`src/sv/rse_pkg.sv`:
```
// Shared types and constants for the RPN stack evaluator.
// No dependencies; imported by rse_div, rpn_stack_evaluator_core and the testbench.
package rse_pkg;

    localparam int RSE_DATA_W      = 32;
    localparam int RSE_CHAR_W      = 8;
    localparam int RSE_STATUS_W    = 3;
    localparam int RSE_STACK_DEPTH = 16;

    localparam logic [RSE_CHAR_W-1:0] RSE_CH_ZERO  = 8'h30;
    localparam logic [RSE_CHAR_W-1:0] RSE_CH_NINE  = 8'h39;
    localparam logic [RSE_CHAR_W-1:0] RSE_CH_PLUS  = 8'h2B;
    localparam logic [RSE_CHAR_W-1:0] RSE_CH_MINUS = 8'h2D;
    localparam logic [RSE_CHAR_W-1:0] RSE_CH_MUL   = 8'h2A;
    localparam logic [RSE_CHAR_W-1:0] RSE_CH_DIV   = 8'h2F;

    localparam logic [RSE_STATUS_W-1:0] RSE_ST_OK        = 3'd0;
    localparam logic [RSE_STATUS_W-1:0] RSE_ST_UNDERFLOW = 3'd1;
    localparam logic [RSE_STATUS_W-1:0] RSE_ST_BADCHAR   = 3'd2;
    localparam logic [RSE_STATUS_W-1:0] RSE_ST_OVERFLOW  = 3'd3;
    localparam logic [RSE_STATUS_W-1:0] RSE_ST_EMPTY     = 3'd4;

    typedef enum logic [1:0] {
        ST_IDLE,
        ST_EXEC,
        ST_DIV,
        ST_EMIT
    } t_state;

endpackage

```
`src/sv/rse_div.sv`:
```
// Iterative signed divider, one quotient bit per cycle, truncating toward zero.
// Depends on rse_pkg. A zero divisor yields zero.
module rse_div (
    input  logic                          i_clk,
    input  logic                          i_rst_n,
    input  logic                          i_start,
    input  logic [rse_pkg::RSE_DATA_W-1:0] i_num,
    input  logic [rse_pkg::RSE_DATA_W-1:0] i_den,
    output logic                          o_done,
    output logic [rse_pkg::RSE_DATA_W-1:0] o_quot
);
    import rse_pkg::*;

    localparam int CNT_W = $clog2(RSE_DATA_W);

    logic                  r_busy, n_busy;
    logic                  r_done, n_done;
    logic [CNT_W-1:0]      r_cnt, n_cnt;
    logic [RSE_DATA_W-1:0] r_rem, n_rem;
    logic [RSE_DATA_W-1:0] r_quo, n_quo;
    logic [RSE_DATA_W-1:0] r_den, n_den;
    logic                  r_neg, n_neg;
    logic                  r_zero, n_zero;

    logic [RSE_DATA_W:0]   w_shift;
    logic [RSE_DATA_W:0]   w_diff;
    logic                  w_ge;

    always_comb begin
        w_shift = {r_rem, r_quo[RSE_DATA_W-1]};
        w_ge    = w_shift >= {1'b0, r_den};
        w_diff  = w_shift - {1'b0, r_den};
    end

    always_comb begin
        n_busy = r_busy;
        n_done = 1'b0;
        n_cnt  = r_cnt;
        n_rem  = r_rem;
        n_quo  = r_quo;
        n_den  = r_den;
        n_neg  = r_neg;
        n_zero = r_zero;
        if (i_start) begin
            n_busy = 1'b1;
            n_cnt  = '0;
            n_rem  = '0;
            n_quo  = i_num[RSE_DATA_W-1] ? (~i_num + 1'b1) : i_num;
            n_den  = i_den[RSE_DATA_W-1] ? (~i_den + 1'b1) : i_den;
            n_neg  = i_num[RSE_DATA_W-1] ^ i_den[RSE_DATA_W-1];
            n_zero = (i_den == '0);
        end else if (r_busy) begin
            n_rem = w_ge ? w_diff[RSE_DATA_W-1:0] : w_shift[RSE_DATA_W-1:0];
            n_quo = {r_quo[RSE_DATA_W-2:0], w_ge};
            n_cnt = r_cnt + 1'b1;
            if (r_cnt == CNT_W'(RSE_DATA_W - 1)) begin
                n_busy = 1'b0;
                n_done = 1'b1;
            end
        end
    end

    always_ff @(posedge i_clk) begin
        if (!i_rst_n) begin
            r_busy <= 1'b0;
            r_done <= 1'b0;
        end else begin
            r_busy <= n_busy;
            r_done <= n_done;
        end
        r_cnt  <= n_cnt;
        r_rem  <= n_rem;
        r_quo  <= n_quo;
        r_den  <= n_den;
        r_neg  <= n_neg;
        r_zero <= n_zero;
    end

    assign o_done = r_done;
    assign o_quot = r_zero ? '0 : (r_neg ? (~r_quo + 1'b1) : r_quo);

endmodule

```
`src/sv/rpn_stack_evaluator_core.sv`:
```
// RPN evaluator: one ASCII character per word; top of stack in a register, rest in a RAM.
// A digit or an ignored/bad character is taken in the idle state; + - * read the RAM, then update in exec.
// / reads the RAM and waits in the divide state on the bit-serial divider (one quotient bit per cycle).
// A word with tlast then passes through the emit state to load the result register; input waits meanwhile,
// longer while the result register is still full. Reset is synchronous and clears the stack
// count, error code and handshake state; the stack RAM is not cleared.
module rpn_stack_evaluator_core #(
    parameter int STACK_DEPTH = rse_pkg::RSE_STACK_DEPTH
) (
    input  logic                            i_clk,
    input  logic                            i_rst_n,
    input  logic                            s_axis_tvalid,
    output logic                            s_axis_tready,
    input  logic [rse_pkg::RSE_CHAR_W-1:0]   s_axis_tdata,  // [7:0] char_code
    input  logic                            s_axis_tlast,  // last_char
    output logic                            m_axis_tvalid,
    input  logic                            m_axis_tready,
    output logic [rse_pkg::RSE_DATA_W-1:0]   m_axis_tdata,  // [31:0] result_value
    output logic [rse_pkg::RSE_STATUS_W-1:0] m_axis_tuser   // [2:0] status
);
    import rse_pkg::*;

    localparam int AW = $clog2(STACK_DEPTH);
    localparam int CW = $clog2(STACK_DEPTH + 1);

    t_state r_state, n_state;

    logic [CW-1:0]           r_count, n_count;
    logic [RSE_STATUS_W-1:0] r_err, n_err;
    logic [RSE_DATA_W-1:0]   r_top, n_top;
    logic [RSE_CHAR_W-1:0]   r_op, n_op;
    logic                    r_last, n_last;
    logic                    r_out_valid, n_out_valid;
    logic [RSE_DATA_W-1:0]   r_out_data, n_out_data;
    logic [RSE_STATUS_W-1:0] r_out_status, n_out_status;

    logic [RSE_DATA_W-1:0]   r_mem [STACK_DEPTH];
    logic [RSE_DATA_W-1:0]   r_rd_data;
    logic                    w_mem_we, w_mem_re;
    logic [AW-1:0]           w_mem_waddr, w_mem_raddr;

    logic                    w_div_start, w_div_done;
    logic [RSE_DATA_W-1:0]   w_div_quot;

    logic                    w_is_digit, w_is_op, w_full, w_has_two, w_emit_load;
    logic [CW-1:0]           w_cnt_m1, w_cnt_m2;
    logic [RSE_DATA_W-1:0]   w_alu;

    always_comb begin
        w_is_digit  = (s_axis_tdata >= RSE_CH_ZERO) && (s_axis_tdata <= RSE_CH_NINE);
        w_is_op     = (s_axis_tdata == RSE_CH_PLUS) || (s_axis_tdata == RSE_CH_MINUS) ||
                      (s_axis_tdata == RSE_CH_MUL)  || (s_axis_tdata == RSE_CH_DIV);
        w_full      = r_count >= CW'(STACK_DEPTH);
        w_has_two   = r_count >= CW'(2);
        w_cnt_m1    = r_count - CW'(1);
        w_cnt_m2    = r_count - CW'(2);
        w_emit_load = !r_out_valid || m_axis_tready;
        case (r_op)
            RSE_CH_PLUS:  w_alu = r_rd_data + r_top;
            RSE_CH_MINUS: w_alu = r_rd_data - r_top;
            default:      w_alu = r_rd_data * r_top;
        endcase
    end

    // next state
    always_comb begin
        n_state = r_state;
        case (r_state)
            ST_IDLE: begin
                if (s_axis_tvalid) begin
                    if (r_err == RSE_ST_OK && !w_is_digit && w_is_op && w_has_two) begin
                        n_state = ST_EXEC;
                    end else if (s_axis_tlast) begin
                        n_state = ST_EMIT;
                    end
                end
            end
            ST_EXEC: begin
                if (r_op == RSE_CH_DIV) begin
                    n_state = ST_DIV;
                end else begin
                    n_state = r_last ? ST_EMIT : ST_IDLE;
                end
            end
            ST_DIV: begin
                if (w_div_done) begin
                    n_state = r_last ? ST_EMIT : ST_IDLE;
                end
            end
            ST_EMIT: begin
                if (w_emit_load) begin
                    n_state = ST_IDLE;
                end
            end
            default: n_state = ST_IDLE;
        endcase
    end

    // outputs and datapath
    always_comb begin
        n_count      = r_count;
        n_err        = r_err;
        n_top        = r_top;
        n_op         = r_op;
        n_last       = r_last;
        n_out_valid  = (r_out_valid && m_axis_tready) ? 1'b0 : r_out_valid;
        n_out_data   = r_out_data;
        n_out_status = r_out_status;
        w_mem_we     = 1'b0;
        w_mem_re     = 1'b0;
        w_mem_waddr  = w_cnt_m1[AW-1:0];
        w_mem_raddr  = w_cnt_m2[AW-1:0];
        w_div_start  = 1'b0;
        s_axis_tready = 1'b0;
        case (r_state)
            ST_IDLE: begin
                s_axis_tready = 1'b1;
                if (s_axis_tvalid) begin
                    n_op   = s_axis_tdata;
                    n_last = s_axis_tlast;
                    if (r_err == RSE_ST_OK) begin
                        if (w_is_digit) begin
                            if (w_full) begin
                                n_err = RSE_ST_OVERFLOW;
                            end else begin
                                w_mem_we = (r_count != '0);
                                n_top    = {{(RSE_DATA_W-4){1'b0}}, s_axis_tdata[3:0]};
                                n_count  = r_count + CW'(1);
                            end
                        end else if (!w_is_op) begin
                            n_err = RSE_ST_BADCHAR;
                        end else if (!w_has_two) begin
                            n_err = RSE_ST_UNDERFLOW;
                        end else begin
                            w_mem_re = 1'b1;
                        end
                    end
                end
            end
            ST_EXEC: begin
                if (r_op == RSE_CH_DIV) begin
                    w_div_start = 1'b1;
                end else begin
                    n_top   = w_alu;
                    n_count = w_cnt_m1;
                end
            end
            ST_DIV: begin
                if (w_div_done) begin
                    n_top   = w_div_quot;
                    n_count = w_cnt_m1;
                end
            end
            ST_EMIT: begin
                if (w_emit_load) begin
                    n_out_valid = 1'b1;
                    if (r_err != RSE_ST_OK) begin
                        n_out_status = r_err;
                        n_out_data   = '0;
                    end else if (r_count == '0) begin
                        n_out_status = RSE_ST_EMPTY;
                        n_out_data   = '0;
                    end else begin
                        n_out_status = RSE_ST_OK;
                        n_out_data   = r_top;
                    end
                    n_count = '0;
                    n_err   = RSE_ST_OK;
                end
            end
            default: ;
        endcase
    end

    always_ff @(posedge i_clk) begin
        if (!i_rst_n) begin
            r_state     <= ST_IDLE;
            r_count     <= '0;
            r_err       <= RSE_ST_OK;
            r_out_valid <= 1'b0;
        end else begin
            r_state     <= n_state;
            r_count     <= n_count;
            r_err       <= n_err;
            r_out_valid <= n_out_valid;
        end
        r_top        <= n_top;
        r_op         <= n_op;
        r_last       <= n_last;
        r_out_data   <= n_out_data;
        r_out_status <= n_out_status;
    end

    // stack RAM: entries below the top, one write and one read port
    always_ff @(posedge i_clk) begin
        if (w_mem_we) begin
            r_mem[w_mem_waddr] <= r_top;
        end
    end

    always_ff @(posedge i_clk) begin
        if (w_mem_re) begin
            r_rd_data <= r_mem[w_mem_raddr];
        end
    end

    rse_div u_div (
        .i_clk   (i_clk),
        .i_rst_n (i_rst_n),
        .i_start (w_div_start),
        .i_num   (r_rd_data),
        .i_den   (r_top),
        .o_done  (w_div_done),
        .o_quot  (w_div_quot)
    );

    assign m_axis_tvalid = r_out_valid;
    assign m_axis_tdata  = r_out_data;
    assign m_axis_tuser  = r_out_status;

    a_count_bound: assert property (@(posedge i_clk) disable iff (!i_rst_n)
        r_count <= CW'(STACK_DEPTH))
        else $error("stack count beyond depth");

    a_div_done_in_div: assert property (@(posedge i_clk) disable iff (!i_rst_n)
        w_div_done |-> r_state == ST_DIV)
        else $error("divider finished outside divide state");

    a_emit_clears: assert property (@(posedge i_clk) disable iff (!i_rst_n)
        (r_state == ST_EMIT && w_emit_load) |=> (r_count == '0 && r_err == RSE_ST_OK))
        else $error("expression state not cleared after result");

    a_out_from_emit: assert property (@(posedge i_clk) disable iff (!i_rst_n)
        $rose(m_axis_tvalid) |-> $past(r_state) == ST_EMIT)
        else $error("result word raised outside emit");

    a_exec_has_two: assert property (@(posedge i_clk) disable iff (!i_rst_n)
        r_state == ST_EXEC |-> r_count >= CW'(2))
        else $error("operator executed with fewer than two operands");

endmodule

```
`config.mk`:
```
export PLATFORM = sky130hd
export DESIGN_NAME = rpn_stack_evaluator_core
export DESIGN_NICKNAME = d
export VERILOG_FILES = /design/src/sv/rse_pkg.sv /design/src/sv/rse_div.sv /design/src/sv/rpn_stack_evaluator_core.sv
export SDC_FILE = /design/constraint.sdc
export NUM_CORES = 2
export LEC_CHECK = 0
export ABC_AREA = 1
export BUFFER_PORTS_ARGS = -buffer_cell sky130_fd_sc_hd__buf_2
export CORE_ASPECT_RATIO = 0.8
export CORE_MARGIN = 5
export CORE_UTILIZATION = 45
export CTS_CLUSTER_DIAMETER = 50
export DETAILED_ROUTE_END_ITERATION = 8
export PLACE_DENSITY = 0.64
export REMOVE_ABC_BUFFERS = 1
export SLEW_MARGIN = 25
export SYNTH_ARGS = -nofsm -noshare
export SYNTH_HDL_FRONTEND = slang
export SYNTH_SLANG_ARGS = --single-unit
```
`constraint.sdc`:
```
create_clock -name i_clk -period 7.6 [get_ports i_clk]
set_input_delay 0.76 -clock i_clk [delete_from_list [all_inputs] [get_ports i_clk]]
set_output_delay 0.76 -clock i_clk [all_outputs]
set_load 0.01 [all_outputs]
```
==> qor.yml <==
status: "finished, final reports clean"
cts_tree: "built"
preCtsSetupSlack_ns: 0.2571
wl_per_cell_um: 23.09
fin_nets: 6364
dp_cells: 7155
ys_seq_area_share_pct: 41.43
min_period_ns: 7.322
clock_sinks: 735
cpMostUsedCell: "fa_1"
ant_nets: 0
die_h_um: 314.3
critPathCaptureType: "flip-flop"
fin_hold_ws_ns: 0.2674
grt_pass1_vias: 39200
finClkSkew_ns: 0.06541
cts_root_buffer: "clkbuf_16"
criticalPathCategory: "flip-flop to flip-flop"
grt_first_pass_wirelength_um: 252100
gp_congestion: 1.014
grt_max_degree: 201
ys_async_sr_fraction_pct: 0
yosys_warnings: 0
cts.path.max_buffers: 3
crit_fanout: 17
syn_inst: 5701
dp_hpwl_um: 119200
drt_wl_total_um: 169200
grt.total_usage_pct: 27.42
area_growth_pct: 10.76
report.final.slew_viol_count: 0
drc: 0
syn_area_um2: 52090
syn_avg_cell_area_um2: 9.137
cts_buffers: 86
ys_types: 61
cts.clk_slew.worst_paths_ns: 0.06
finalSetupViolCount: 0
hp-class: "input pin to flip-flop"
start_util_pct: 45.40
fillers: 10670
slowest_delay_ns: 0.59
synth_seq_cells: 735
via_per_inst: 5.573
die_w_um: 390.4
drt-initial-drc-count: 4874
fmax_mhz: 136.6
crit_required_ns: 7.97
worst_pin_slew_ns: 1.039
core_um2: 114700
startpoint_type: "flip-flop"
ys.flop_type: "edfxtp_1"
port_buffers: 49
crit_buf_inv: 6
layout.cells.non_filler: 7330
period_share_pct: 96.34
crit_slowest_cell: "fa_1"
max-slew-margin-rel_pct: 30.02
rows: 111
die_area_um2: 122700
htreeDepth: 3
layout_setup_ws_ns: 0.2781
dr.pass1.iters: 9
grt_setup_unrepaired: "false"
tns_ns: 0
synth_edf_count: 686
clkLatencyLatePin_ns: 0.71
n_antenna_cell: 0
crit_family: "adder cells"
grt.overflow.total: 0
cap_violations: 0
worstPathArrival_ns: 7.69
grt_antenna_before_repair: 5
drive_gt1_share_pct: 7.821
vias: 40850
hold_viol: 0
ios: 50
[cells by family after synthesis]
| kind of cell | share of synthesized area (%) |
|---|---|
| xor+xnor | 2.186 |
| compound gates | 10.29 |
| buf+inv | 9.556 |
| fa+ha+maj | 20.73 |
| simple gates | 15.81 |
| flops | 41.43 |
[metrics by stage]
stage	util, %	instance area [µm²]
after floorplan	-	50880
after global placement	47.71	54730
after detailed placement	47.71	54730
after CTS	50.12	57500
after global routing	50.29	57690
final	50.29	57690
[state kept, by name, summed over array words and instances (netlist names), 3 cells and up]
signal / cells
r_op: 8
r_mem: 512
r_rd_data: 32
r_count: 5
m_axis_tuser: 3
u_div.r_quo: 32
u_div.r_cnt: 5
r_top: 32
u_div.r_den: 32
u_div.r_rem: 32
m_axis_tdata: 32
[path summary, 6_finish.rpt]
| path | start | endpoint | slack, ns | depth (start not counted) |
|---|---|---|---|---|
| max reg2reg | r_top[2] | r_top[29] | 0.28 | 29 |
| max | r_top[2] | r_top[29] | 0.28 | 29 |
| min | s_axis_tdata[6] | r_op[6] | 0.27 | 1 |
| min reg2reg | u_div.r_rem[31] | u_div.r_rem[31] | 0.47 | 2 |
[per-layer routing]
| metal | GRT usage [%] | vias to the layer above | wire, µm |
|---|---|---|---|
| met5 | 0 | - | 35 |
| met4 | 6.950 | 6 | 4730 |
| met3 | 8.634 | 279 | 20860 |
| met2 | 39.42 | 2092 | 70440 |
| met1 | 40.35 | 19910 | 73170 |
| li1 | - | 18570 | - |
[area by class of cell]
cell class	count	area, µm²	share of cell area, %
multi-input combinational	3663	25700	44.54
tap	1525	1908	3.307
timing repair buffer	244	1953	3.385
clock inverter	52	538.0	0.9326
clock buffer	107	2231	3.867
sequential	735	21590	37.42
inverter	1004	3777	6.548
[Yosys cell counts (5+ instances only)]
library cell | number | share of area [%]
dfxtp_1 | 49 | 1.9
clkinv_1 | 5 | 0.036
nor2_1 | 500 | 3.6
buf_6 | 6 | 0.13
o21a_1 | 6 | 0.086
a211oi_1 | 7 | 0.10
nand4_1 | 25 | 0.30
nor3_1 | 41 | 0.39
o211ai_1 | 66 | 0.95
o221ai_1 | 100 | 1.7
o22ai_1 | 33 | 0.40
clkbuf_1 | 233 | 1.7
edfxtp_1 | 686 | 40
xnor2_1 | 50 | 0.84
nand3_1 | 192 | 1.8
nor4_1 | 22 | 0.26
fa_1 | 410 | 16
ha_1 | 207 | 5.0
o21ai_0 | 461 | 4.4
a21oi_1 | 165 | 1.6
xor2_1 | 80 | 1.3
buf_2 | 20 | 0.19
nor2_2 | 8 | 0.096
a31oi_1 | 12 | 0.14
o21bai_1 | 15 | 0.22
o21ai_1 | 8 | 0.077
a21boi_0 | 7 | 0.10
nand3b_1 | 19 | 0.27
or2_2 | 10 | 0.12
buf_1 | 35 | 0.25
a21o_1 | 11 | 0.16
inv_1 | 995 | 7.2
nor3_2 | 6 | 0.12
nand2_1 | 1152 | 8.3
[placed cells by master (no fill, tap or decap), types with 40 or more instances in the layout]
master and count:
a21oi_1 164, buf_2 49, buf_4 173, clkbuf_16 86, dfxtp_1 47, edfxtp_1 686, fa_1 409, ha_1 205
inv_1 993, nand2_1 1151, nand3_1 192, nor2_1 482, nor3_1 40, o211ai_1 66, o21ai_0 459, o221ai_1 100
xnor2_1 50, xor2_1 80
[repair_timing]
action | CTS | global route
hold buffers | 0 | 0
buffers inserted | 0 | 17
endpoints found under the setup margin | 0 | 8
resized for setup | 0 | 7
Power is not shown: default switching activity piles up to over one toggle a cycle in this logic, so the estimate is an artifact.
